`config.mk`:
```
export PLATFORM = sky130hd
export DESIGN_NAME = ppes_ctrl
export DESIGN_NICKNAME = d
export VERILOG_FILES = /design/src/hw/rtl/ppes_pkg.sv /design/src/hw/rtl/ppes_ctrl.sv
export VERILOG_INCLUDE_DIRS = /design/src /design/src/hw/rtl
export SDC_FILE = /design/constraint.sdc
export NUM_CORES = 1
export LEC_CHECK = 0
export BUFFER_PORTS_ARGS = -buffer_cell sky130_fd_sc_hd__buf_2
export CORE_MARGIN = 2
export CORE_UTILIZATION = 35
export CTS_BUF_LIST = sky130_fd_sc_hd__clkbuf_4
export DETAILED_ROUTE_END_ITERATION = 8
export PLACE_DENSITY = 0.63
export SLEW_MARGIN = 0
export SYNTH_ARGS = -nofsm -noshare
export SYNTH_HDL_FRONTEND = slang
export SYNTH_SLANG_ARGS = --single-unit
export TNS_END_PERCENT = 100
```
`constraint.sdc`:
```
create_clock -name i_clk -period 1.85 [get_ports i_clk]
set_input_delay 0.2775 -clock i_clk [delete_from_list [all_inputs] [get_ports i_clk]]
set_output_delay 0.2775 -clock i_clk [all_outputs]
set_load 0.03 [all_outputs]
```
`src/hw/rtl/predicted_position_exponential_search_assert.svh`:
```
// Assertion macros of the predicted-position search RTL, used by the controller.
`ifndef PREDICTED_POSITION_EXPONENTIAL_SEARCH_ASSERT_SVH
`define PREDICTED_POSITION_EXPONENTIAL_SEARCH_ASSERT_SVH

// Check that a condition holds in the same cycle as its trigger.
`define PPES_ASSERT_IMP(lbl, clk, rstn, ante, cons, msg) \
    lbl: assert property (@(posedge clk) disable iff (!(rstn)) (ante) |-> (cons)) \
        else $error(msg);

// Check that a condition holds in the cycle after its trigger.
`define PPES_ASSERT_NXT(lbl, clk, rstn, ante, cons, msg) \
    lbl: assert property (@(posedge clk) disable iff (!(rstn)) (ante) |=> (cons)) \
        else $error(msg);

`endif

```
`src/hw/rtl/ppes_pkg.sv`:
```
// Shared types, widths and codes of the predicted-position search block.
package ppes_pkg;

    // Field widths of the beats, the size register and the gallop step
    localparam int CFG_W   = 11;
    localparam int IDX_W   = 10;
    localparam int KEY_W   = 64;
    localparam int VAL_W   = 64;
    localparam int POS_W   = 11;
    localparam int PROBE_W = 6;
    localparam int STEP_W  = 13;

    // Defaults of the top-level parameters
    localparam int DEF_TABLE_DEPTH = 1024;
    localparam int DEF_KEY_BITS    = 64;

    // Item modes
    localparam logic MODE_WRITE  = 1'b0;
    localparam logic MODE_SEARCH = 1'b1;

    typedef struct packed {
        logic               mode;
        logic [IDX_W-1:0]   entry_index;
        logic [KEY_W-1:0]   search_key;
        logic [VAL_W-1:0]   entry_value;
        logic [IDX_W-1:0]   predicted_position;
    } t_in_beat;

    typedef struct packed {
        logic               found;
        logic [POS_W-1:0]   position;
        logic [VAL_W-1:0]   found_value;
        logic [PROBE_W-1:0] probe_total;
    } t_out_beat;

    // Source of the result beat
    typedef enum logic [1:0] {
        RES_EMPTY      = 2'd0,
        RES_HIT        = 2'd1,
        RES_MISS_FIRST = 2'd2,
        RES_MISS_BIN   = 2'd3
    } t_res_sel;

    // Commands from controller to datapath
    typedef struct packed {
        logic     wr;
        logic     start;
        logic     gal_first;
        logic     gal_next;
        logic     bin_issue;
        logic     in_bin;
        logic     finish;
        t_res_sel res_sel;
    } t_dp_cmd;

    // Status from datapath to controller
    typedef struct packed {
        logic key_eq;
        logic key_lt;
        logic key_gt;
        logic cur_zero;
        logic cur_last;
        logic size_zero;
        logic bin_ok_gal;
        logic bin_ok_bin;
        logic dir_left;
    } t_dp_stat;

endpackage

```
`src/hw/rtl/ppes_ctrl.sv`:
```
// Controller: search sequencer and handshake control of both channels.
`include "predicted_position_exponential_search_assert.svh"

module ppes_ctrl (
    input  logic               i_clk,
    input  logic               i_rst_n,
    input  logic               i_in_valid,
    input  logic               i_in_mode,
    output logic               o_in_stall,
    output logic               o_out_valid,
    input  logic               i_out_stall,
    input  ppes_pkg::t_dp_stat i_stat,
    output ppes_pkg::t_dp_cmd  o_cmd
);
    import ppes_pkg::*;

    typedef enum logic [4:0] {
        S_IDLE   = 5'b00001,
        S_EMPTY  = 5'b00010,
        S_FIRST  = 5'b00100,
        S_GALLOP = 5'b01000,
        S_BIN    = 5'b10000
    } t_state;

    t_state r_state;
    t_state n_state;
    logic   r_out_valid;
    logic   n_out_valid;
    logic   in_acc;
    logic   out_free;
    logic   go_left;
    logic   go_right;
    logic   brk;

    assign in_acc   = i_in_valid && (r_state == S_IDLE);
    assign out_free = !r_out_valid || !i_out_stall;
    assign go_left  = !i_stat.cur_zero && i_stat.key_lt;
    assign go_right = !i_stat.cur_last && i_stat.key_gt;
    assign brk      = i_stat.dir_left ? (i_stat.key_gt || i_stat.cur_zero)
                                      : (i_stat.key_lt || i_stat.cur_last);

    // Sequence the probes of one search
    always_comb begin
        n_state       = r_state;
        o_cmd         = '0;
        o_cmd.res_sel = RES_EMPTY;
        o_cmd.in_bin  = (r_state == S_BIN);
        case (r_state)
            S_IDLE: begin
                if (in_acc) begin
                    if (i_in_mode == MODE_WRITE) begin
                        o_cmd.wr = 1'b1;
                    end else if (i_stat.size_zero) begin
                        n_state = S_EMPTY;
                    end else begin
                        o_cmd.start = 1'b1;
                        n_state     = S_FIRST;
                    end
                end
            end
            S_EMPTY: begin
                if (out_free) begin
                    o_cmd.finish  = 1'b1;
                    o_cmd.res_sel = RES_EMPTY;
                    n_state       = S_IDLE;
                end
            end
            S_FIRST: begin
                if (i_stat.key_eq) begin
                    if (out_free) begin
                        o_cmd.finish  = 1'b1;
                        o_cmd.res_sel = RES_HIT;
                        n_state       = S_IDLE;
                    end
                end else if (go_left || go_right) begin
                    o_cmd.gal_first = 1'b1;
                    n_state         = S_GALLOP;
                end else if (out_free) begin
                    o_cmd.finish  = 1'b1;
                    o_cmd.res_sel = RES_MISS_FIRST;
                    n_state       = S_IDLE;
                end
            end
            S_GALLOP: begin
                if (i_stat.key_eq) begin
                    if (out_free) begin
                        o_cmd.finish  = 1'b1;
                        o_cmd.res_sel = RES_HIT;
                        n_state       = S_IDLE;
                    end
                end else if (!brk) begin
                    o_cmd.gal_next = 1'b1;
                end else if (i_stat.bin_ok_gal) begin
                    o_cmd.bin_issue = 1'b1;
                    n_state         = S_BIN;
                end else if (out_free) begin
                    o_cmd.finish  = 1'b1;
                    o_cmd.res_sel = RES_MISS_BIN;
                    n_state       = S_IDLE;
                end
            end
            S_BIN: begin
                if (i_stat.key_eq) begin
                    if (out_free) begin
                        o_cmd.finish  = 1'b1;
                        o_cmd.res_sel = RES_HIT;
                        n_state       = S_IDLE;
                    end
                end else if (i_stat.bin_ok_bin && !(i_stat.key_lt && i_stat.cur_zero)) begin
                    o_cmd.bin_issue = 1'b1;
                end else if (out_free) begin
                    o_cmd.finish  = 1'b1;
                    o_cmd.res_sel = RES_MISS_BIN;
                    n_state       = S_IDLE;
                end
            end
            default: begin
                n_state = S_IDLE;
            end
        endcase
    end

    // Hold a result beat until the receiver takes it
    assign n_out_valid = o_cmd.finish || (r_out_valid && i_out_stall);

    always_ff @(posedge i_clk) begin
        if (!i_rst_n) begin
            r_state     <= S_IDLE;
            r_out_valid <= 1'b0;
        end else begin
            r_state     <= n_state;
            r_out_valid <= n_out_valid;
        end
    end

    assign o_in_stall  = (r_state != S_IDLE);
    assign o_out_valid = r_out_valid;

    `PPES_ASSERT_IMP(a_finish_free, i_clk, i_rst_n, o_cmd.finish, (!r_out_valid || !i_out_stall), "result loaded over an untaken beat")
    `PPES_ASSERT_NXT(a_search_start, i_clk, i_rst_n, (in_acc && i_in_mode == MODE_SEARCH && !i_stat.size_zero), (r_state == S_FIRST), "search did not start probing")
    `PPES_ASSERT_IMP(a_gallop_edge, i_clk, i_rst_n, o_cmd.gal_next, (i_stat.dir_left ? !i_stat.cur_zero : !i_stat.cur_last), "gallop stepped past the table edge")
    `PPES_ASSERT_NXT(a_probe_eval, i_clk, i_rst_n, (o_cmd.start || o_cmd.gal_first || o_cmd.gal_next || o_cmd.bin_issue), (r_state == S_FIRST || r_state == S_GALLOP || r_state == S_BIN), "probe issued with no state to evaluate it")

endmodule

```
==> summary.txt <==
Placement
  – Port-buffer cells: 24
  – Post-DP HPWL: approximately 1600 µm
  – Inst Count DP: roughly 150
  – Final Wtd Congestion: 0.842

Clock network
  – Worst skew pair latency: around 0.24 ns
  – Clock transition at path regs: roughly 0.040 ns
  – Clock sink total: 6
  – Clock root buffer: clkbuf_4
  – CTS tree: built
  – CTS hold repair buffers: 0
  – H-tree levels: 1
  – Clock buffer depth: 2
  – CTS buffer count: 3

Global routing
  – Busiest grt layer: met2
  – Largest net degree at the start of global routing: 9
  – Met2 GRT Util: 35.0%
  – Aggregate global-route resource usage: slightly above 20%
  – Initial antenna violation count: 0
  – Grt ovf: 0
  – GRT met1 Usage: 26.6%
  – First-pass GRT wire length: around 3400 µm
  – M3 GR Usage: under 10%
  – Vias in the first global route: approximately 770

Worst hold path
  – Worst hold path class: input pin to flip-flop

Timing
  – Final Setup Violations: 2
  – Fmax: about 520 MHz
  – Fin. Hold Viols: 0
  – RSZ-0062 raised after global routing: yes
  – Final Cycle Share: 103%
  – Max Clock Skew: 0.000821 ns
  – Min Tclk post-route: around 1.9 ns
  – Max-slew headroom: ~69%
  – Final max-slew violation count: 0
  – Setup WS post-layout: -0.0566 ns
  – Least-Margin Pin Slew: 0.465 ns

Worst setup path
  – CP Class: flip-flop to primary output
  – CP startpoint kind: flip-flop
  – Worst setup EP type: primary output
  – Critical Path Fanout Max: 5
  – WP data arrival: roughly 1.6 ns
  – CP Data Required Time: approximately 1.6 ns

Layout
  – P&R area growth vs syn: 67.8%
  – Antenna Cells: 0
  – Fin nets: roughly 150
  – Finished Layout Cells: around 160
  – Layout cell share with drive strength beyond 1: approximately 60%
  – Fill count: 162

Synth
  – Cell taking the most area after synthesis: dfxtp_1
  – Syn_nets: 104
  – Sequential fraction of the synthesis area: between 15 and 20%
  – Synth Instances: 90
  – Flops & latches, synth: 6
  – Post-synth EDFFs: 0
  – Main synth FF type: dfxtp_1
  – Area contributors post-synth: dfxtp_1, nor2_1, buf_6
  – Netlist Area Pre-Place: 684 µm²
  – Synthesized area per cell: ~7.6 µm²
  – Cell variety after synth: 41
  – Post-synth top area share: 17.6%
  – Post-synth ARST share: 0%
  – Yosys Warn Count: 0

Die
  – Row count: 15
  – Die width: between 40 and 50 µm
  – Die area: approximately 0.0023 mm²
  – Initial Util: between 30% and 40%
  – Core footprint: roughly 0.0018 mm²
  – I/O Pins: 25
  – Die Ht: around 48 µm

Drt
  – DR vias: 842
  – WL per Instance: 13.8 µm
  – Antenna-violating nets left: 0
  – DRC: 0
  – Vias per cell: approximately 5.4
  – 1st-iter DRT viols: 36
  – Routed wire length: 2160 µm
  – First drt pass iteration count: 4

Outcome
  – Failing checks: negative setup slack
  – Status: complete, but fails checks

Power
  – Maximum VDD drop: roughly 0.59 mV
  – Pwr dens: ~740 mW/mm²
  – Power, Total: around 0.00085 W
  – Pleak: between 0.5 and 0.6 nW

Run
  – Max Cap Viol: 0
==> cell usage in the layout (no fill, tap or decap), types with 3 or more instances in the layout <==
cell	instances
dfxtp_4	5
clkbuf_4	3
nor2_1	13
nor3_4	3
nor4_4	3
nand2_1	6
buf_6	4
buf_4	24
inv_1	5
buf_2	18
a21oi_1	6
==> final timing paths <==
kind          startpoint          end  slack, ns  depth (start not counted)
max           r_state[2]     o_cmd[1]      -0.06                          5
min              i_rst_n   r_state[3]       0.31                          3
max reg2reg   r_state[1]   r_state[4]       0.13                          7
min reg2reg  o_out_valid  o_out_valid       0.50                          2
==> routing by layer <==
| metal | part of all wire [%] | routed length [µm] |
|---|---|---|
| met5 | 0 | 0 |
| met4 | 1.2 | 25 |
| met3 | 5.0 | 108 |
| met1 | 43 | 932 |
| met2 | 51 | 1090 |
==> critical path: stages (launching register included) <==
cell and delay [ns]:
dfxtp_4 0.37, buf_4 0.17, nor4_4 0.32, nor2_1 0.13
nor4_4 0.21, buf_4 0.19
==> cell usage after synthesis, types with 2 or more instances <==
library cell and n:
a21oi_1 6, a31oi_1 2, and2_1 3, buf_4 2, buf_6 4, dfxtp_1 6
inv_1 5, nand2_1 7, nor2_1 13, nor2b_1 2, nor3_1 2, nor3_4 2
nor3b_1 3, nor4_1 2, nor4_2 2, o21ai_0 2, o31ai_1 2, xnor2_1 2
==> sequential cells by signal, summed over array words and instances (netlist names) <==
signal       flops
r_state          5
o_out_valid      1
==> where the power goes <==
group,switching (W),internal [W],leakage [nW],total (W)
Sequential,0.0000368,0.000156,0.0520,0.000193
Combinational,0.000279,0.000267,0.451,0.000546
Clock,0.0000420,0.0000730,0.0138,0.000115
Total,0.000358,0.000496,0.517,0.000854
==> cells by family (layout without fill, tap and decap cells) <==
group	count (synthesis)	after routing	synth area share, %
compound gates	25	25	27.6
simple gates	45	45	40.2
flops	6	6	17.6
xor+xnor	2	2	2.56
buf+inv	12	54	12.1
==> timing repair <==
action                     4_1_cts  5_1_grt
pin swaps                        8        5
resized for setup               35        5
setup buffers                    5        4
setup endpoints to repair        7        7
==> per-stage QoR <==
stage	worst slack [ns]	instance area, µm²	utilization [%]	hold WS (ns)	TNS [ns]
floorplan	-0.102	708	-	0.386	-0.102
global placement	-0.0434	901	50.5	0.486	-0.0434
detailed placement	-0.0447	901	50.5	0.494	-0.0711
CTS	-0.0500	1100	61.5	0.296	-0.0532
global route	-0.124	1150	64.4	0.313	-0.319
finish	-0.0566	1150	64.4	0.309	-0.0646
==> layout make-up <==
| type | count | area (µm²) | area share [%] |
|---|---|---|---|
| Sequential cell | 6 | 139 | 12.1 |
| Tap cell | 25 | 31.3 | 2.72 |
| Inverter | 5 | 18.8 | 1.63 |
| Timing Repair Buffer | 46 | 315 | 27.5 |
| Clock buffer | 3 | 22.5 | 1.96 |
| Multi-Input combinational cell | 72 | 622 | 54.1 |
No activity file was read; power rests on OpenSTA's default activity.
